`config.mk`:
```
export PLATFORM = sky130hd
export DESIGN_NAME = serial_command_line_matcher_core
export DESIGN_NICKNAME = d
export VERILOG_FILES = /design/src/sclm_pkg.sv /design/src/sclm_line.sv /design/src/sclm_match.sv /design/src/serial_command_line_matcher_core.sv
export SDC_FILE = /design/constraint.sdc
export NUM_CORES = 1
export LEC_CHECK = 0
export ABC_AREA = 1
export BUFFER_PORTS_ARGS = -buffer_cell sky130_fd_sc_hd__buf_2
export CORE_MARGIN = 5
export CORE_UTILIZATION = 35
export DETAILED_ROUTE_END_ITERATION = 8
export PLACE_DENSITY = 0.49
export RECOVER_POWER = 50
export SYNTH_ARGS = -nofsm -noshare
export SYNTH_HDL_FRONTEND = slang
export SYNTH_SLANG_ARGS = --single-unit
```
`constraint.sdc`:
```
create_clock -name i_clk -period 6.55 [get_ports i_clk]
set_input_delay 0.3275 -clock i_clk [delete_from_list [all_inputs] [get_ports i_clk]]
set_output_delay 0.3275 -clock i_clk [all_outputs]
set_load 0.005 [all_outputs]
```
`src/sclm_pkg.sv`:
```
package sclm_pkg;

    localparam int BYTE_W     = 8;
    localparam int WORD_CHARS = 8;
    localparam int WORD_W     = BYTE_W * WORD_CHARS;
    localparam int POS_W      = 4;
    localparam int COUNT_W    = 3;
    localparam int CFG_IDX_W  = 3;
    localparam int SLOT_W     = 2;

    localparam logic [CFG_IDX_W-1:0] REG_TERMINATOR = 3'd0;
    localparam logic [CFG_IDX_W-1:0] REG_CMD_COUNT  = 3'd1;
    localparam logic [CFG_IDX_W-1:0] REG_WORD0      = 3'd2;

    localparam logic [BYTE_W-1:0] TERM_RESET = 8'd13;
    localparam logic [BYTE_W-1:0] PRINT_LO   = 8'h20;
    localparam logic [BYTE_W-1:0] PRINT_HI   = 8'h7E;

    typedef struct packed {
        logic               push;
        logic               clear;
        logic [BYTE_W-1:0]  char_in;
    } t_line_ctl;

endpackage

```
`src/sclm_line.sv`:
```
module sclm_line #(
    parameter int LINE_CAP = 8
) (
    input  logic                           i_clk,
    input  logic                           i_rst_n,
    input  sclm_pkg::t_line_ctl            i_ctl,
    output logic [sclm_pkg::WORD_W-1:0]    o_line,
    output logic [sclm_pkg::POS_W-1:0]     o_pos
);

    localparam int IDX_W = (LINE_CAP > 1) ? $clog2(LINE_CAP) : 1;

    logic [sclm_pkg::BYTE_W-1:0] r_chars [LINE_CAP];
    logic [sclm_pkg::POS_W-1:0]  r_pos;
    logic [IDX_W-1:0]            w_idx;
    logic                        w_wrap;

    // a full line wraps, the new char lands in entry 0
    assign w_wrap = (r_pos >= sclm_pkg::POS_W'(LINE_CAP));
    assign w_idx  = w_wrap ? '0 : r_pos[IDX_W-1:0];

    always_ff @(posedge i_clk) begin
        if (!i_rst_n) begin
            r_pos <= '0;
        end else if (i_ctl.clear) begin
            r_pos <= '0;
        end else if (i_ctl.push) begin
            r_pos <= sclm_pkg::POS_W'(w_idx) + sclm_pkg::POS_W'(1);
        end
    end

    always_ff @(posedge i_clk) begin
        if (i_ctl.push && !i_ctl.clear) begin
            r_chars[w_idx] <= i_ctl.char_in;
        end
    end

    genvar g;
    generate
        for (g = 0; g < sclm_pkg::WORD_CHARS; g++) begin : g_out
            if (g < LINE_CAP) begin : g_used
                assign o_line[g*sclm_pkg::BYTE_W +: sclm_pkg::BYTE_W] = r_chars[g];
            end else begin : g_pad
                assign o_line[g*sclm_pkg::BYTE_W +: sclm_pkg::BYTE_W] = '0;
            end
        end
    endgenerate

    assign o_pos = r_pos;

    a_pos_in_range: assert property (@(posedge i_clk) disable iff (!i_rst_n)
        r_pos <= sclm_pkg::POS_W'(LINE_CAP))
        else $error("line position beyond capacity");

    a_clear_empties: assert property (@(posedge i_clk) disable iff (!i_rst_n)
        i_ctl.clear |=> r_pos == '0)
        else $error("line not emptied after terminator");

    a_push_grows: assert property (@(posedge i_clk) disable iff (!i_rst_n)
        (i_ctl.push && !i_ctl.clear && !w_wrap) |=> r_pos == $past(r_pos) + 4'd1)
        else $error("line position did not advance");

endmodule

```
`src/sclm_match.sv`:
```
module sclm_match (
    input  logic [sclm_pkg::WORD_W-1:0] i_word,
    input  logic [sclm_pkg::WORD_W-1:0] i_line,
    input  logic [sclm_pkg::POS_W-1:0]  i_len,
    output logic                        o_hit
);

    logic [sclm_pkg::WORD_CHARS-1:0] w_ok;

    // chars below len must agree, the word char at len must be the zero pad
    always_comb begin
        for (int i = 0; i < sclm_pkg::WORD_CHARS; i++) begin
            if (sclm_pkg::POS_W'(i) < i_len) begin
                w_ok[i] = (i_word[i*sclm_pkg::BYTE_W +: sclm_pkg::BYTE_W] ==
                           i_line[i*sclm_pkg::BYTE_W +: sclm_pkg::BYTE_W]);
            end else if (sclm_pkg::POS_W'(i) == i_len) begin
                w_ok[i] = (i_word[i*sclm_pkg::BYTE_W +: sclm_pkg::BYTE_W] == '0);
            end else begin
                w_ok[i] = 1'b1;
            end
        end
    end

    assign o_hit = &w_ok;

endmodule

```
`src/serial_command_line_matcher_core.sv`:
```
// a terminator passes the input register, then its result is registered at the output
// throughput: one byte per cycle; only a terminator waiting on a held result stalls
// the line buffer update and the slot compares sit between the input and result registers
// reset (synchronous, active low) empties the line, drops pending requests,
// sets the terminator to carriage return and disables all command slots
module serial_command_line_matcher_core #(
    parameter int LINE_CAP  = 8,
    parameter int CMD_SLOTS = 4
) (
    input  logic                                i_clk,
    input  logic                                i_rst_n,
    input  logic                                i_s_axis_tvalid,
    output logic                                o_s_axis_tready,
    input  logic [7:0]                          i_s_axis_tdata,  // [7:0] rx_byte
    output logic                                o_m_axis_tvalid,
    input  logic                                i_m_axis_tready,
    output logic [7:0]                          o_m_axis_tdata,  // [0] matched,
                                                // [2:1] command_index, [6:3] line_length
    input  logic                                i_cfg_we,
    input  logic [sclm_pkg::CFG_IDX_W-1:0]      i_cfg_index,
    input  logic [sclm_pkg::WORD_W-1:0]         i_cfg_data
);

    logic [sclm_pkg::BYTE_W-1:0]  r_term;
    logic [sclm_pkg::COUNT_W-1:0] r_count;
    logic [sclm_pkg::WORD_W-1:0]  r_words [CMD_SLOTS];

    logic                         r_in_valid;
    logic [sclm_pkg::BYTE_W-1:0]  r_in_byte;

    logic                         r_out_valid;
    logic                         r_out_hit;
    logic [sclm_pkg::SLOT_W-1:0]  r_out_idx;
    logic [sclm_pkg::POS_W-1:0]   r_out_len;

    logic                         w_is_term;
    logic                         w_printable;
    logic                         w_out_free;
    logic                         w_advance;
    sclm_pkg::t_line_ctl          w_ctl;
    logic [sclm_pkg::WORD_W-1:0]  w_line;
    logic [sclm_pkg::POS_W-1:0]   w_pos;
    logic [CMD_SLOTS-1:0]         w_slot_hit;
    logic                         n_hit;
    logic [sclm_pkg::SLOT_W-1:0]  n_idx;

    // configuration registers
    always_ff @(posedge i_clk) begin
        if (!i_rst_n) begin
            r_term  <= sclm_pkg::TERM_RESET;
            r_count <= '0;
        end else if (i_cfg_we) begin
            if (i_cfg_index == sclm_pkg::REG_TERMINATOR) begin
                r_term <= i_cfg_data[sclm_pkg::BYTE_W-1:0];
            end
            if (i_cfg_index == sclm_pkg::REG_CMD_COUNT) begin
                r_count <= i_cfg_data[sclm_pkg::COUNT_W-1:0];
            end
        end
    end

    genvar s;
    generate
        for (s = 0; s < CMD_SLOTS; s++) begin : g_slot
            always_ff @(posedge i_clk) begin
                if (!i_rst_n) begin
                    r_words[s] <= '0;
                end else if (i_cfg_we &&
                             i_cfg_index == sclm_pkg::REG_WORD0 + sclm_pkg::CFG_IDX_W'(s)) begin
                    r_words[s] <= i_cfg_data;
                end
            end

            sclm_match u_match (
                .i_word (r_words[s]),
                .i_line (w_line),
                .i_len  (w_pos),
                .o_hit  (w_slot_hit[s])
            );
        end
    endgenerate

    // handshake: the input register drains unless a terminator meets a held result
    assign w_is_term  = (r_in_byte == r_term);
    assign w_out_free = !r_out_valid || i_m_axis_tready;
    assign w_advance  = r_in_valid && (!w_is_term || w_out_free);
    assign o_s_axis_tready = !r_in_valid || w_advance;

    always_comb begin
        w_printable = 1'b0;
        if (r_in_byte inside {[sclm_pkg::PRINT_LO:sclm_pkg::PRINT_HI]}) begin
            w_printable = 1'b1;
        end
    end

    assign w_ctl.push    = w_advance && !w_is_term && w_printable;
    assign w_ctl.clear   = w_advance && w_is_term;
    assign w_ctl.char_in = r_in_byte;

    sclm_line #(
        .LINE_CAP (LINE_CAP)
    ) u_line (
        .i_clk   (i_clk),
        .i_rst_n (i_rst_n),
        .i_ctl   (w_ctl),
        .o_line  (w_line),
        .o_pos   (w_pos)
    );

    // lowest enabled slot wins
    always_comb begin
        n_hit = 1'b0;
        n_idx = '0;
        for (int k = CMD_SLOTS - 1; k >= 0; k--) begin
            if (w_slot_hit[k] && (sclm_pkg::COUNT_W'(k) < r_count)) begin
                n_hit = 1'b1;
                n_idx = sclm_pkg::SLOT_W'(k);
            end
        end
    end

    always_ff @(posedge i_clk) begin
        if (!i_rst_n) begin
            r_in_valid <= 1'b0;
        end else if (o_s_axis_tready) begin
            r_in_valid <= i_s_axis_tvalid;
        end
    end

    always_ff @(posedge i_clk) begin
        if (o_s_axis_tready && i_s_axis_tvalid) begin
            r_in_byte <= i_s_axis_tdata;
        end
    end

    always_ff @(posedge i_clk) begin
        if (!i_rst_n) begin
            r_out_valid <= 1'b0;
        end else if (w_ctl.clear) begin
            r_out_valid <= 1'b1;
        end else if (i_m_axis_tready) begin
            r_out_valid <= 1'b0;
        end
    end

    always_ff @(posedge i_clk) begin
        if (w_ctl.clear) begin
            r_out_hit <= n_hit;
            r_out_idx <= n_idx;
            r_out_len <= w_pos;
        end
    end

    assign o_m_axis_tvalid = r_out_valid;
    assign o_m_axis_tdata  = {1'b0, r_out_len, r_out_idx, r_out_hit};

    a_blocked_term_holds: assert property (@(posedge i_clk) disable iff (!i_rst_n)
        (r_in_valid && w_is_term && !w_out_free) |=> (r_in_valid && $stable(r_in_byte)))
        else $error("blocked terminator lost from input register");

    a_idx_zero_on_miss: assert property (@(posedge i_clk) disable iff (!i_rst_n)
        (r_out_valid && !r_out_hit) |-> (r_out_idx == '0))
        else $error("slot index set without a match");

    a_len_in_range: assert property (@(posedge i_clk) disable iff (!i_rst_n)
        r_out_valid |-> (r_out_len <= sclm_pkg::POS_W'(LINE_CAP)))
        else $error("result line length beyond capacity");

    a_result_from_term: assert property (@(posedge i_clk) disable iff (!i_rst_n)
        (!o_m_axis_tvalid || i_m_axis_tready) && !w_ctl.clear |=> !o_m_axis_tvalid)
        else $error("result appeared without a terminator");

endmodule

```
==> results.md <==
- The run finished, with violations left.
- The final reports fail on capacitance limit, slew limit.
- The floorplan step defined a die boundary enclosing between 50000 and 60000 sq um.
- In this run the critical register-to-register path is captured at u_line.r_chars[0][2]$_DFFE_PP_.
- The Yosys step of the flow raised 0 warnings.
- The critical path starts at i_rst_n.
- TritonCTS created 41 clock buffers.
- sky130_fd_sc_hd__edfxtp_1 takes more of the synthesized area than any other cell.
- The via count of the first global-routing pass came to 12600.
- The remaining design rule violation count is 0.
- The fraction of final layout cells with drive strength greater than 1 is 9.50%.
- The maximum net fanout on the critical path is 64.
- The die is about 230 um tall.
- Setup repair after global routing left no endpoint under its margin.
- Routability-driven placement finished with a final weighted congestion of about 0.87.
- The number of flops mapped to enable cells by yosys is 335.
- The first-iteration detailed-routing DRC count is 854.
- Headroom to the max-slew limit came out at -150%.
- Gates resized during post-CTS repair numbered 0.
- The final critical-path setup slack is 2930 ps.
- The required time reported for the critical path endpoint is around 6700 ps.
- The maximum number of pins on one net before global-route repair is 65.
- The arrival time reported for the critical path endpoint is ~3800 ps.
- The worst reg-to-reg path cell count is 9.
- The dominant cell type by count on the critical path is sky130_fd_sc_hd__clkbuf_1.
- Subtracting the final worst setup slack from the clock period gives 3620 ps.
- After synthesis the cells add up to between 15000 and 20000 sq um.
- The count of pins over their slew limit is slightly below 400.
- The register area share after synthesis is 60.0%.
- The post-synthesis async set-or-reset flop share is 0%.
- The total chip power is between 5 and 6 mW.
- The maximum clock path buffer count is 3.
- The number of port buffers is 88.
- IR analysis of the VDD net gives a maximum drop of approximately 210 uV.
- The first detailed-routing pass ran for 5 iterations.
- The critical path capture point is r_words[2][31]$_SDFFCE_PN0P_.
- The final worst hold slack is about 52 ps.
- The clock root buffer is sky130_fd_sc_hd__clkbuf_16.
- The placement-stage worst setup slack is roughly 3500 ps.
- The routed layout has 12500 vias.
- The number of antenna diodes in the final layout is 0.
- The worst-case clock skew is around 12 ps.
- Detailed placement finished with a half-perimeter wire length of 34.2 mm.
- The post-detailed-route via-to-cell ratio is ~4.7.
- The cell count after placement is between 2000 and 3000.
- The startpoint type of the worst setup path is a primary input.
- TritonCTS built the clock tree.
- In the layout the commonest cells are 492 x sky130_fd_sc_hd__nor2_1, 355 x sky130_fd_sc_hd__nand2_1, 335 x sky130_fd_sc_hd__edfxtp_1, 225 x sky130_fd_sc_hd__inv_1, 124 x sky130_fd_sc_hd__xnor2_1.
- The count of nets left with antenna violations once routing finished came out at 0.
- The post-CTS setup buffer count is 0.
- The fmax is roughly 280 MHz.
- The reg-to-reg startpoint is r_in_byte[4]$_DFFE_PP_.
- The number of synthesized register bits is between 300 and 400.
- Clock-pin slew was measured on the worst setup and hold paths at 60 ps.
- The instance area after placement is approximately 19000 sq um.
- The most instantiated flip-flop cell in the synthesis netlist is sky130_fd_sc_hd__edfxtp_1.
- The H-tree depth is 2.
- The final core area utilization is 40.8%.
- The type of the setup path with the least slack is in -> reg.
- The static power due to leakage is around 8 nW.
- The mean routed wirelength per cell is 17.9 um.
- The standard-cell row count is slightly above 80.
- The first-pass GRT wire length is ~73 mm.
- The final standard cell area without fillers is ~20000 sq um.
- The I/O pin count is 90.
- The number of instances in the synthesized netlist is 1867.
- After synthesis, the netlist uses 36 different library cells.
- The final standard cell count with taps included and fillers excluded is 2663.
- The worst register-to-register path has a setup slack of around 3500 ps.
- The library cell used most frequently in the layout, excluding fill and tap cells, is sky130_fd_sc_hd__nor2_1.
- Of the available clock period, the critical path in the final layout requires a little under three fifths.
- Ranked by total cell area, the synthesized netlist is headed by sky130_fd_sc_hd__edfxtp_1 58%, sky130_fd_sc_hd__nor2_1 11%, sky130_fd_sc_hd__nand2_1 7.7%, sky130_fd_sc_hd__xnor2_1 6.3%, sky130_fd_sc_hd__inv_1 4.9%.
- Global routing used ~18% of the available tracks across all layers.
- The chip width is about 230 um.
- The initial antenna violation count is 0.
- The critical path goes through clkbuf_1 -> nand4_1 -> clkbuf_1 -> nor2_1.
- The count of hold-fix buffers inserted at cts is 8.
- Among all stages on the critical path, the largest delay is contributed by sky130_fd_sc_hd__clkbuf_1.
- Max-cap violations in this run came to 8.
- The actual transition at the worst max-transition pin is roughly 3700 ps.
- Setup violations remaining at the end of the flow were counted as 0.
- Dividing total power by cell area gives a power density of 274 nW/um^2.
- The top cell type by area accounts for 58.0% of the synthesized area.
- Compared with the post-synthesis result, the final layout area differs by 15.3%.
- The largest single stage delay on the critical path is 2650 ps.
- The nature of the critical path endpoint is a flop.
- The effective utilization at floorplan is a little over a third.
- The hold violation count in the final report is 0.
- Synthesis produced a netlist with a net count of approximately 2000.
- The tightest min-delay check is of the in -> reg type.
- The source-to-sink clock delay at the later pin of the worst-skew pair is 560 ps.
- The post-synthesis area per instance is around 9.3 sq um.
- The core region area is between 40000 and 50000 sq um.
- Wires add up to 47.6 mm.
- The number of clock sinks is between 300 and 400.
- Summed over all layers, the global routing overflow is 0.
- The post-layout net count is 2048.
- In the final timing run, aggregate negative setup slack is 0 ps.
- The filler cell count in the final layout is roughly 4900.
## final cells by class
cell class | instances | area [sq um] | share of cell area [%]
clock buffers | 50 | 1120 | 5.62
clock inverters | 25 | 307 | 1.53
inverters | 230 | 863 | 4.32
multi-input cells | 1236 | 5890 | 29.5
flip-flops and latches | 352 | 10400 | 52.1
well taps | 664 | 831 | 4.16
repair buffers | 106 | 558 | 2.79
## worst max-delay path: cells and delay by family
kind	cells	cell delay, ps
buf+inv	2	3060
simple gates	2	330
## power by group
part / internal [mW] / switching (mW)
clock network: 1.50 / 0.927
registers: 2.60 / 0.100
logic: 0.134 / 0.228
total: 4.23 / 1.26
## state kept, by name, summed over array words and instances (netlist names)
register	flops
r_words	256
u_line.r_chars	64
r_in_byte	8
r_term	8
r_out_len	4
u_line.o_pos	4
r_count	3
r_out_idx	2
o_m_axis_tvalid	1
r_in_valid	1
r_out_hit	1
## cell families (layout without fill, tap and decap cells)
logic type,Yosys count,count (layout),synth area share [%]
other,1,1,0.0216
AOI/OAI and AO/OA,62,62,1.99
xor gates and xnor gates,153,153,7.73
DFF,352,352,60.0
and+or+nand+nor,1019,1019,24.0
buffers and inverters,279,411,6.15
adders and majority gates,1,1,0.0722
## worst min path at each step
stage / endpoint / startpoint / slack, ps / cells after the start
2_1_floorplan: r_in_byte[0]$_DFFE_PP_ / i_s_axis_tdata[0] / 430 / 0
3_3_place_gp: r_term[3]$_SDFFE_PN1P_ / r_term[3]$_SDFFE_PN1P_ / 480 / 2
3_5_place_dp: r_term[3]$_SDFFE_PN1P_ / r_term[3]$_SDFFE_PN1P_ / 480 / 2
4_1_cts: r_term[2]$_SDFFE_PN1P_ / i_cfg_data[2] / 20 / 3
5_1_grt: r_in_valid$_SDFFE_PN0N_ / i_s_axis_tvalid / 40 / 3
6_report: r_term[2]$_SDFFE_PN1P_ / i_cfg_data[2] / 50 / 3
## layer usage
| layer | track usage (%) | vias up | part of all wire, % | wire [um] |
|---|---|---|---|---|
| li1 | - | 6175 | - | - |
| met1 | 24.1 | 5916 | 46 | 21800 |
| met2 | 28.9 | 290 | 46 | 22000 |
| met3 | 3.18 | 69 | 5.5 | 2620 |
| met4 | 5.46 | 0 | 2.5 | 1210 |
| met5 | 0 | - | 0 | 0 |
## cells in the mapped netlist, types with 2 or more instances
cell type	n
sky130_fd_sc_hd__nand3_1	76
sky130_fd_sc_hd__nand4_1	44
sky130_fd_sc_hd__o31ai_1	4
sky130_fd_sc_hd__o22ai_1	3
sky130_fd_sc_hd__buf_2	2
sky130_fd_sc_hd__nor2_2	3
sky130_fd_sc_hd__or2_2	28
sky130_fd_sc_hd__nor2_1	492
sky130_fd_sc_hd__xnor2_1	124
sky130_fd_sc_hd__o211ai_1	4
sky130_fd_sc_hd__o21ai_0	27
sky130_fd_sc_hd__a21oi_1	18
sky130_fd_sc_hd__inv_2	5
sky130_fd_sc_hd__inv_1	225
sky130_fd_sc_hd__dfxtp_1	17
sky130_fd_sc_hd__nor3b_1	2
sky130_fd_sc_hd__nor3_1	13
sky130_fd_sc_hd__edfxtp_1	335
sky130_fd_sc_hd__nand2_1	355
sky130_fd_sc_hd__a211oi_1	2
sky130_fd_sc_hd__o21ai_1	2
sky130_fd_sc_hd__xor2_1	29
sky130_fd_sc_hd__buf_4	2
sky130_fd_sc_hd__clkbuf_1	43
Note: power is estimated with default switching activity, not from simulation.
